**src/rtl/aob_pkg.sv**
```systemverilog
`default_nettype none

package aob_pkg;

    localparam int N_CH  = 3;   // blue, green, red lanes
    localparam int CH_W  = 8;
    localparam int REM_W = 24;  // color numerator, max 255*255*255
    localparam int DEN_W = 16;  // color denominator, max 255*255
    localparam int PRD_W = 16;  // 8x8 products

    typedef logic [CH_W-1:0]  t_chan;
    typedef logic [REM_W-1:0] t_rem;
    typedef logic [DEN_W-1:0] t_den;
    typedef logic [PRD_W-1:0] t_prd;

    // one pixel in flight through the divider cells
    typedef struct packed {
        logic [N_CH-1:0][REM_W-1:0] rem;
        logic [N_CH-1:0][CH_W-1:0]  quo;
        t_den                       den;
        t_chan                      alpha;
    } t_div;

endpackage

`default_nettype wire

```
**src/rtl/aob_prep.sv**
```systemverilog
`default_nettype none

module aob_prep (
    input  wire logic          i_clk,
    input  wire logic          i_rst_n,
    input  wire logic          i_valid,
    input  wire logic [31:0]   i_top_argb,
    input  wire logic [31:0]   i_bottom_argb,
    output logic               o_ready,
    output logic               o_valid,
    output aob_pkg::t_div      o_data,
    input  wire logic          i_ready
);
    import aob_pkg::*;

    // stage a: alpha products
    logic                        r_a_valid;
    t_chan                       r_a_at;
    t_prd                        r_a_w;
    logic [N_CH-1:0][PRD_W-1:0]  r_a_pt;
    logic [N_CH-1:0][CH_W-1:0]   r_a_cb;
    // stage b: numerators, denominator, alpha out
    logic                        r_b_valid;
    t_div                        r_b_data;

    logic   ready_a;
    logic   ready_b;
    t_chan  at;
    t_chan  ab;
    t_chan  inv;
    t_div   n_b_data;
    logic [PRD_W:0] w_round;

    assign ready_b = !r_b_valid || i_ready;
    assign ready_a = !r_a_valid || ready_b;
    assign o_ready = ready_a;
    assign o_valid = r_b_valid;
    assign o_data  = r_b_data;

    assign at  = i_top_argb[31:24];
    assign ab  = i_bottom_argb[31:24];
    assign inv = 8'hff - at;

    always_ff @(posedge i_clk) begin
        if (!i_rst_n) begin
            r_a_valid <= 1'b0;
            r_b_valid <= 1'b0;
        end else begin
            if (ready_a) r_a_valid <= i_valid;
            if (ready_b) r_b_valid <= r_a_valid;
        end
    end

    always_ff @(posedge i_clk) begin
        if (ready_a) begin
            r_a_at <= at;
            r_a_w  <= t_prd'(ab * inv);
            for (int c = 0; c < N_CH; c++) begin
                r_a_pt[c] <= t_prd'(i_top_argb[c*CH_W +: CH_W] * at);
                r_a_cb[c] <= i_bottom_argb[c*CH_W +: CH_W];
            end
        end
    end

    // floor(w/255) for w up to 255*255 is (w + 1 + (w >> 8)) >> 8
    assign w_round = {1'b0, r_a_w} + (PRD_W+1)'(1) + (PRD_W+1)'(r_a_w >> 8);

    always_comb begin
        n_b_data.quo   = '0;
        n_b_data.den   = t_den'({r_a_at, 8'h00}) - t_den'(r_a_at) + r_a_w;
        n_b_data.alpha = r_a_at + t_chan'(w_round >> 8);
        for (int c = 0; c < N_CH; c++) begin
            n_b_data.rem[c] = t_rem'({r_a_pt[c], 8'h00}) - t_rem'(r_a_pt[c])
                            + t_rem'(r_a_cb[c] * r_a_w);
        end
    end

    always_ff @(posedge i_clk) begin
        if (ready_b) r_b_data <= n_b_data;
    end

endmodule

`default_nettype wire

```
**src/rtl/aob_div_cell.sv**
```systemverilog
`default_nettype none

module aob_div_cell #(
    parameter int BIT = 7
) (
    input  wire logic          i_clk,
    input  wire logic          i_rst_n,
    input  wire logic          i_valid,
    input  wire aob_pkg::t_div i_data,
    output logic               o_ready,
    output logic               o_valid,
    output aob_pkg::t_div      o_data,
    input  wire logic          i_ready
);
    import aob_pkg::*;

    logic  r_valid;
    t_div  r_data;
    t_div  n_data;
    t_rem  den_sh;

    assign o_ready = !r_valid || i_ready;
    assign o_valid = r_valid;
    assign o_data  = r_data;

    assign den_sh = t_rem'(i_data.den) << BIT;

    // restoring step: one quotient bit per lane
    always_comb begin
        n_data = i_data;
        for (int c = 0; c < N_CH; c++) begin
            if (i_data.rem[c] >= den_sh) begin
                n_data.rem[c]      = i_data.rem[c] - den_sh;
                n_data.quo[c][BIT] = 1'b1;
            end
        end
    end

    always_ff @(posedge i_clk) begin
        if (!i_rst_n) begin
            r_valid <= 1'b0;
        end else if (o_ready) begin
            r_valid <= i_valid;
        end
    end

    always_ff @(posedge i_clk) begin
        if (o_ready) r_data <= n_data;
    end

endmodule

`default_nettype wire

```
**src/rtl/alpha_over_blend_core.sv**
```systemverilog
`default_nettype none

// Porter-Duff over of two straight-alpha ARGB8888 pixels. One pixel pair is
// taken per clock while o_stall is low, and the result passes through these
// registers in order: prep stages a and b form the alpha products, the
// numerators and the shared denominator, a row of eight divider cells then
// retires one quotient bit per cell for all three color channels at once,
// and an output register holds the result. Every stage keeps its own valid
// bit, so a stall at the output only backs up as far as the pipeline is
// full. When both alphas are zero the result is all zeros.
module alpha_over_blend_core (
    input  wire logic        i_clk,
    input  wire logic        i_rst_n,
    input  wire logic        i_valid,
    input  wire logic [31:0] i_top_argb,
    input  wire logic [31:0] i_bottom_argb,
    output logic             o_stall,
    output logic             o_valid,
    output logic [31:0]      o_blended_argb,
    input  wire logic        i_stall
);
    import aob_pkg::*;

    localparam int N_CELL = CH_W;

    logic               prep_ready;
    logic [N_CELL:0]    c_valid;
    logic [N_CELL:0]    c_ready;
    t_div               c_data [N_CELL+1];

    logic               r_out_valid;
    logic [31:0]        r_out_argb;
    logic               out_ready;
    t_div               last;

    assign o_stall = !prep_ready;

    aob_prep u_prep (
        .i_clk         (i_clk),
        .i_rst_n       (i_rst_n),
        .i_valid       (i_valid),
        .i_top_argb    (i_top_argb),
        .i_bottom_argb (i_bottom_argb),
        .o_ready       (prep_ready),
        .o_valid       (c_valid[0]),
        .o_data        (c_data[0]),
        .i_ready       (c_ready[0])
    );

    // cell k resolves quotient bit N_CELL-1-k
    for (genvar k = 0; k < N_CELL; k++) begin : g_cell
        aob_div_cell #(
            .BIT (N_CELL - 1 - k)
        ) u_cell (
            .i_clk   (i_clk),
            .i_rst_n (i_rst_n),
            .i_valid (c_valid[k]),
            .i_data  (c_data[k]),
            .o_ready (c_ready[k]),
            .o_valid (c_valid[k+1]),
            .o_data  (c_data[k+1]),
            .i_ready (c_ready[k+1])
        );
    end

    assign last              = c_data[N_CELL];
    assign out_ready         = !r_out_valid || !i_stall;
    assign c_ready[N_CELL]   = out_ready;

    always_ff @(posedge i_clk) begin
        if (!i_rst_n) begin
            r_out_valid <= 1'b0;
        end else if (out_ready) begin
            r_out_valid <= c_valid[N_CELL];
        end
    end

    always_ff @(posedge i_clk) begin
        if (out_ready) begin
            // zero denominator only when both alphas are zero
            if (last.den == '0) r_out_argb <= {last.alpha, 24'h000000};
            else                r_out_argb <= {last.alpha, last.quo};
        end
    end

    assign o_valid        = r_out_valid;
    assign o_blended_argb = r_out_argb;

    // an empty output register never pushes back on the input
    a_no_stall_when_empty: assert property (
        @(posedge i_clk) disable iff (!i_rst_n)
        !r_out_valid |-> !o_stall
    ) else $error("input stalled with empty output register");

    // after the last cell every remainder is below the denominator
    a_rem_below_den: assert property (
        @(posedge i_clk) disable iff (!i_rst_n)
        (c_valid[N_CELL] && last.den != '0) |->
            (last.rem[0] < t_rem'(last.den) && last.rem[1] < t_rem'(last.den)
             && last.rem[2] < t_rem'(last.den))
    ) else $error("division did not converge");

    // zero denominator means both alphas were zero
    a_zero_den_alpha: assert property (
        @(posedge i_clk) disable iff (!i_rst_n)
        (c_valid[N_CELL] && last.den == '0) |-> (last.alpha == '0)
    ) else $error("zero denominator with nonzero alpha");

endmodule

`default_nettype wire

```
**config.mk**
```make
export PLATFORM = sky130hd
export DESIGN_NAME = alpha_over_blend_core
export DESIGN_NICKNAME = d
export VERILOG_FILES = /design/src/rtl/aob_pkg.sv /design/src/rtl/aob_prep.sv /design/src/rtl/aob_div_cell.sv /design/src/rtl/alpha_over_blend_core.sv
export SDC_FILE = /design/constraint.sdc
export NUM_CORES = 2
export LEC_CHECK = 0
export BUFFER_PORTS_ARGS = -buffer_cell sky130_fd_sc_hd__buf_2
export CAP_MARGIN = 20
export CORE_UTILIZATION = 50
export CTS_CLUSTER_DIAMETER = 30
export CTS_CLUSTER_SIZE = 25
export DETAILED_ROUTE_END_ITERATION = 10
export PLACE_DENSITY = 0.7
export SYNTH_ARGS = -nofsm -noshare
export SYNTH_HDL_FRONTEND = slang
export SYNTH_SLANG_ARGS = --single-unit
```
**constraint.sdc**
```tcl
create_clock -name i_clk -period 10.85 [get_ports i_clk]
set_clock_uncertainty 0.1 [all_clocks]
set_input_delay 2.17 -clock i_clk [delete_from_list [all_inputs] [get_ports i_clk]]
set_output_delay 2.17 -clock i_clk [all_outputs]
set_load 0.1 [all_outputs]
```
* After elaboration in Yosys (flattened, before gate mapping) *
Index checks and enable logic that the tools add are counted.

storage, ports and cells
  register bits = 1039
  input port bits = 68
  output and inout bits = 34
  word-level logic and storage cells = 218

cells by class
  $add $sub $neg = 33
  multiply operators = 7
  $lt $le $gt $ge = 24
  muxes and demuxes = 21
  reduce and logical (&&, ||, !) cells = 25

operators by type and width
  cell                                            number
  2-to-1 mux 24 bit                               21
  adder 24 bit                                    3
  >= comparator 24 x 16 -> 1 bit                  3
  >= comparator 24 x 17 -> 1 bit                  3
  >= comparator 24 x 18 -> 1 bit                  3
  >= comparator 24 x 19 -> 1 bit                  3
  >= comparator 24 x 20 -> 1 bit                  3
  >= comparator 24 x 21 -> 1 bit                  3
  >= comparator 24 x 22 -> 1 bit                  3
  >= comparator 24 x 23 -> 1 bit                  3
  multiplier 8 x 16 -> 24 bit                     3
  subtractor 24 x 16 -> 24 bit                    3
  subtractor 24 x 17 -> 24 bit                    3
  subtractor 24 x 18 -> 24 bit                    3
  subtractor 24 x 19 -> 24 bit                    3
  subtractor 24 x 20 -> 24 bit                    3
  subtractor 24 x 21 -> 24 bit                    3
  subtractor 24 x 22 -> 24 bit                    3
  subtractor 24 x 23 -> 24 bit                    3
  multiplier 8 x 8 -> 16 bit                      4
  adder 16 x 1 -> 16 bit (second input constant)  1
  adder 16 bit                                    1
  adder 16 x 8 -> 16 bit                          1
  logical NOT 16 bit                              1
  5 further kinds                                 27

* Logic depth before layout (Yosys ltp) *
  depth in word-level cells = 13
  gate-level depth with buffers = 23

* By module *
A second synthesis with hierarchy kept.

second synthesis, totals
  cells, all modules = 8226
  area, all modules = 88595.0 µm²

modules (own cells, without submodules)
  module                            instances  cells an instance  area an instance (µm²)
  aob_prep                          1          3135               30735.7
  aob_div_cell at g_cell[4].u_cell  1          648                7220.7
  aob_div_cell at g_cell[7].u_cell  1          662                7194.4
  aob_div_cell at g_cell[0].u_cell  1          614                7133.1
  aob_div_cell at g_cell[5].u_cell  1          621                7128.1
  aob_div_cell at g_cell[6].u_cell  1          619                7056.8
  aob_div_cell at g_cell[3].u_cell  1          629                7021.7
  aob_div_cell at g_cell[2].u_cell  1          619                6957.9
  aob_div_cell at g_cell[1].u_cell  1          582                6713.9
  alpha_over_blend_core             1          97                 1432.6

* Worst setup path after synthesis *
No wires, ideal clock.

  kind = input to output
  start point = in i_stall
  end point = out o_stall
  data arrival time = 7.908 ns
  required time = 8.580 ns
  setup slack = 0.672 ns
  stages = 8
  buffers on the path = 0
  cells stage by stage = and3_1 -> inv_1 -> nor2_1 -> and2_1 -> and3_1 -> and2_1 -> nand3_1 -> inv_1

on the way
  word-level cells in the longest chain between the ends = 13

RTL lines
  element                        RTL line                     RTL
  start, declared                alpha_over_blend_core.sv:20  input wire logic i_stall
  logical NOT 1 bit              alpha_over_blend_core.sv:67  assign out_ready = !r_out_valid || !i_stall;
  logical OR 1 bit               alpha_over_blend_core.sv:67
  logical OR 1 bit               aob_div_cell.sv:22           assign o_ready = !r_valid || i_ready;
  via g_cell[6].u_cell.i_ready   aob_div_cell.sv:13           input wire logic i_ready
  logical OR 1 bit (7 in a row)  aob_div_cell.sv:22
  logical OR 1 bit               aob_prep.sv:34               assign ready_b = !r_b_valid || i_ready;
  logical OR 1 bit               aob_prep.sv:35               assign ready_a = !r_a_valid || ready_b;
  logical NOT 1 bit              alpha_over_blend_core.sv:36  assign o_stall = !prep_ready;
  end, declared                  alpha_over_blend_core.sv:17  output logic o_stall,

The timed path passes the listed nets, and every way through them passes these cells.

* Final worst setup path *
Ends and elaborated chain as after synthesis.

==> flow_metrics.py <==
metrics = {
    "detailed_routing": {
        "ant_nets": 0,
        "routed_wl_mm": 193,
        "drc_errors": 0,
        "first_pass_iters": 5,
        "wl_met3_mm": 6.91,
        "first_iter_violations": 2965,
        "via_count": 53000,
        "met1_length_mm": 72.3,
        "wl_met2_mm": 102,
        "top_layer": "met4",
        "wl_per_cell_um": 19.8,
        "vias_per_cell": 5.46,
    },
    "clock_network": {
        "root_buffer": "clkbuf_16",
        "cts_tree": "yes",
        "clk_pin_slew_ns": 0.05,
        "clockBufferDepth": 3,
        "numClockSinks": 1039,
        "cts_resized": 0,
        "insertion_delay_ns": 0.85,
        "post-cts-setup-buffers": 0,
        "cts_made_buffers": 222,
        "postCtsHoldBufs": 0,
        "htree_levels": 4,
    },
    "setup_path": {
        "crit_path_cell_trace": "buf_2 > and3_1 > inv_2 > nor2_1 > and2_1 > and3_1 > and2_1 > nand3_4 > inv_1 > buf_2",
        "crit_start": "i_stall",
        "worst_path_max_delay_cell": "nand3_4",
        "critPathKind": "primary input to primary output",
        "crit_path_max_fanout": 35,
        "cp.buffers_inverters": 4,
        "worst_setup_path_end_kind": "primary output",
        "critPathCapture": "o_stall",
        "critical_path.top_delay_family": "simple AND/OR/NAND/NOR gates",
        "crit_arrival_ns": 5.22,
        "critPathLaunchType": "primary input",
        "rr_startpoint": "u_prep.r_a_cb[0]",
        "reg2regPathDepth": 19,
        "rrSetupSlack_ns": 4.53,
        "reg2reg_to": "u_prep.o_data[68]",
        "max_stage_delay_ns": 0.48,
        "crit_cells": 10,
        "worstPathRequired_ns": 8.58,
    },
    "floorplan": {
        "dieArea_mm2": 0.158,
        "die_x_um": 397,
        "die_height_um": 397,
        "row_count": 144,
        "ios": 102,
        "coreArea_mm2": 0.155,
        "start_util_pct": 50.6,
    },
    "grt": {
        "antenna_found_initial": 0,
        "grt_pass1_vias": 55500,
        "grt_overflow": 0,
        "grtUsageTotal_pct": 24.8,
        "grt_max_degree": 77,
        "grt_first_pass_wirelength_mm": 302,
    },
    "final_layout": {
        "final_layout_size_suffix_gt1_share_pct": 8.70,
        "syn_to_final_growth_pct": 13.4,
        "layout_common_cells": "1028 x edfxtp_1, 906 x inv_1, 742 x ha_1",
        "finish.instance_area_mm2": 0.0886,
        "final_common_cell": "edfxtp_1",
        "nets": 8781,
        "post-route-util_pct": 57.3,
    },
    "sta": {
        "fin_setup_tns_ns": 0,
        "fin_crit_ns": 7.49,
        "fmax_mhz": 134,
        "fin_ws_ns": 3.36,
        "setup_viol": 0,
        "hold_viol": 0,
        "slew_viol_final": 0,
        "period_share_pct": 69.0,
        "maxSlewHeadroom_pct": 28.3,
        "rsz0062_at_grt": "false",
        "worst_pin_slew_ns": 1.07,
    },
    "outcome": {
        "status": "finished clean",
    },
    "synth": {
        "synth-edff-count": 1028,
        "synth_area_per_cell_um2": 10.8,
        "ys_seq_area_share_pct": 39.8,
        "yosys_warnings": 0,
        "synth_flop_cell": "edfxtp_1",
        "async_flop_share_pct": 0,
        "synthDistinctLibCells": 102,
        "syn_area_mm2": 0.0781,
        "syn_inst": 7269,
        "synth_seq_cells": 1039,
        "synth_nets": 8585,
    },
    "placed_design": {
        "port_buffers": 101,
        "dp_slack_ns": 3.29,
        "gp_congestion": 0.994,
        "dpl.hpwl_mm": 153,
        "placed_area_mm2": 0.0809,
    },
    "min_path": {
        "hold_path.class": "flip-flop to flip-flop",
    },
    "job": {
        "maxCapViolCount": 0,
    },
}
[routing by layer]
layer | up-vias | GRT usage [%]
met5 | - | 0
met4 | 0 | 14.1
met3 | 434 | 3.13
met2 | 1336 | 46.7
met1 | 25600 | 26.3
li1 | 25600 | -
[flip-flops by register name (all words and copies together), names as in the netlist]
name                   flops
u_prep.r_a_at              8
u_prep.r_a_valid           1
g_cell.u_cell.o_data     804
g_cell.u_cell.o_valid      8
u_prep.o_valid             1
u_prep.o_data             96
u_prep.r_a_pt             48
u_prep.r_a_cb             24
o_blended_argb            32
u_prep.r_a_w              16
o_valid                    1
[how the worst min path moves through the flow]
| stage | start | depth (start not counted) | slack, ns | end |
|---|---|---|---|---|
| 6_report | u_prep.o_data[3] | 0 | 0.30 | g_cell[0].u_cell.o_data[3] |
| 5_1_grt | g_cell[1].u_cell.o_data[30] | 0 | 0.30 | g_cell[2].u_cell.o_data[30] |
| 4_1_cts | g_cell[1].u_cell.o_data[30] | 0 | 0.30 | g_cell[2].u_cell.o_data[30] |
| 3_5_place_dp | g_cell[0].u_cell.o_data[47] | 0 | 0.30 | g_cell[1].u_cell.o_data[47] |
| 3_3_place_gp | g_cell[1].u_cell.o_data[4] | 0 | 0.30 | g_cell[2].u_cell.o_data[4] |
| 2_1_floorplan | u_prep.o_data[0] | 0 | 0.30 | g_cell[0].u_cell.o_data[0] |
[kinds of logic after synthesis]
family / after synthesis / share of synthesized area [%]
and+or+nand+nor: 2007 / 12.8
AOI/OAI and AO/OA: 1327 / 10.8
adders and majority gates: 1248 / 24.8
buffers and inverters: 1089 / 5.30
DFF: 1039 / 39.8
xor gates and xnor gates: 468 / 5.25
muxes: 91 / 1.28
[synth_stat cells (all sizes together) (9+ instances only)]
cell / count / share of area, %
nor4: 40 / 0.36
o22ai: 12 / 0.096
nand2: 673 / 3.2
nand4: 45 / 0.37
mux2i: 21 / 0.27
or2: 14 / 0.11
a2111oi: 19 / 0.32
o31ai: 32 / 0.32
and3: 28 / 0.22
o211ai: 21 / 0.22
a31oi: 36 / 0.31
nor2b: 113 / 0.90
or3: 39 / 0.32
o21bai: 33 / 0.32
a21boi: 23 / 0.22
o21a: 69 / 0.66
nand3: 104 / 0.67
o31a: 10 / 0.11
inv: 912 / 4.4
a211o: 9 / 0.10
a21o: 177 / 1.7
nand4b: 9 / 0.10
a21oi: 389 / 2.5
mux2: 70 / 1.0
or4: 11 / 0.11
edfxtp: 1028 / 40
ha: 742 / 12
nor2: 327 / 1.6
nand2b: 123 / 0.98
clkbuf: 139 / 0.67
fa: 506 / 13
a211oi: 34 / 0.36
nand3b: 12 / 0.12
nor3: 104 / 0.68
buf: 38 / 0.25
o21ai: 370 / 2.4
and2: 336 / 2.7
o41ai: 9 / 0.10
xnor2: 274 / 3.1
dfxtp: 11 / 0.28
xor2: 194 / 2.2
[through the flow]
step | cells | hold WS, ns
floorplan | 7269 | 0.300
global route | 9708 | 0.304
CTS | 9707 | 0.299
detailed placement | 9284 | 0.305
finish | 9710 | 0.302
global placement | 9284 | 0.301
[final cells by class]
cell class | count | area, µm²
clock buffers | 248 | 5650
inverters | 912 | 3430
flip-flops and latches | 1039 | 31100
repair buffers | 149 | 886
well taps | 2044 | 2560
fillers | 13000 | 66000
clock inverters | 175 | 2000
multi-input cells | 5141 | 43000
diodes | 2 | 5.00
Power is not shown: default switching activity piles up to over one toggle a cycle in this logic, so the estimate is an artifact.
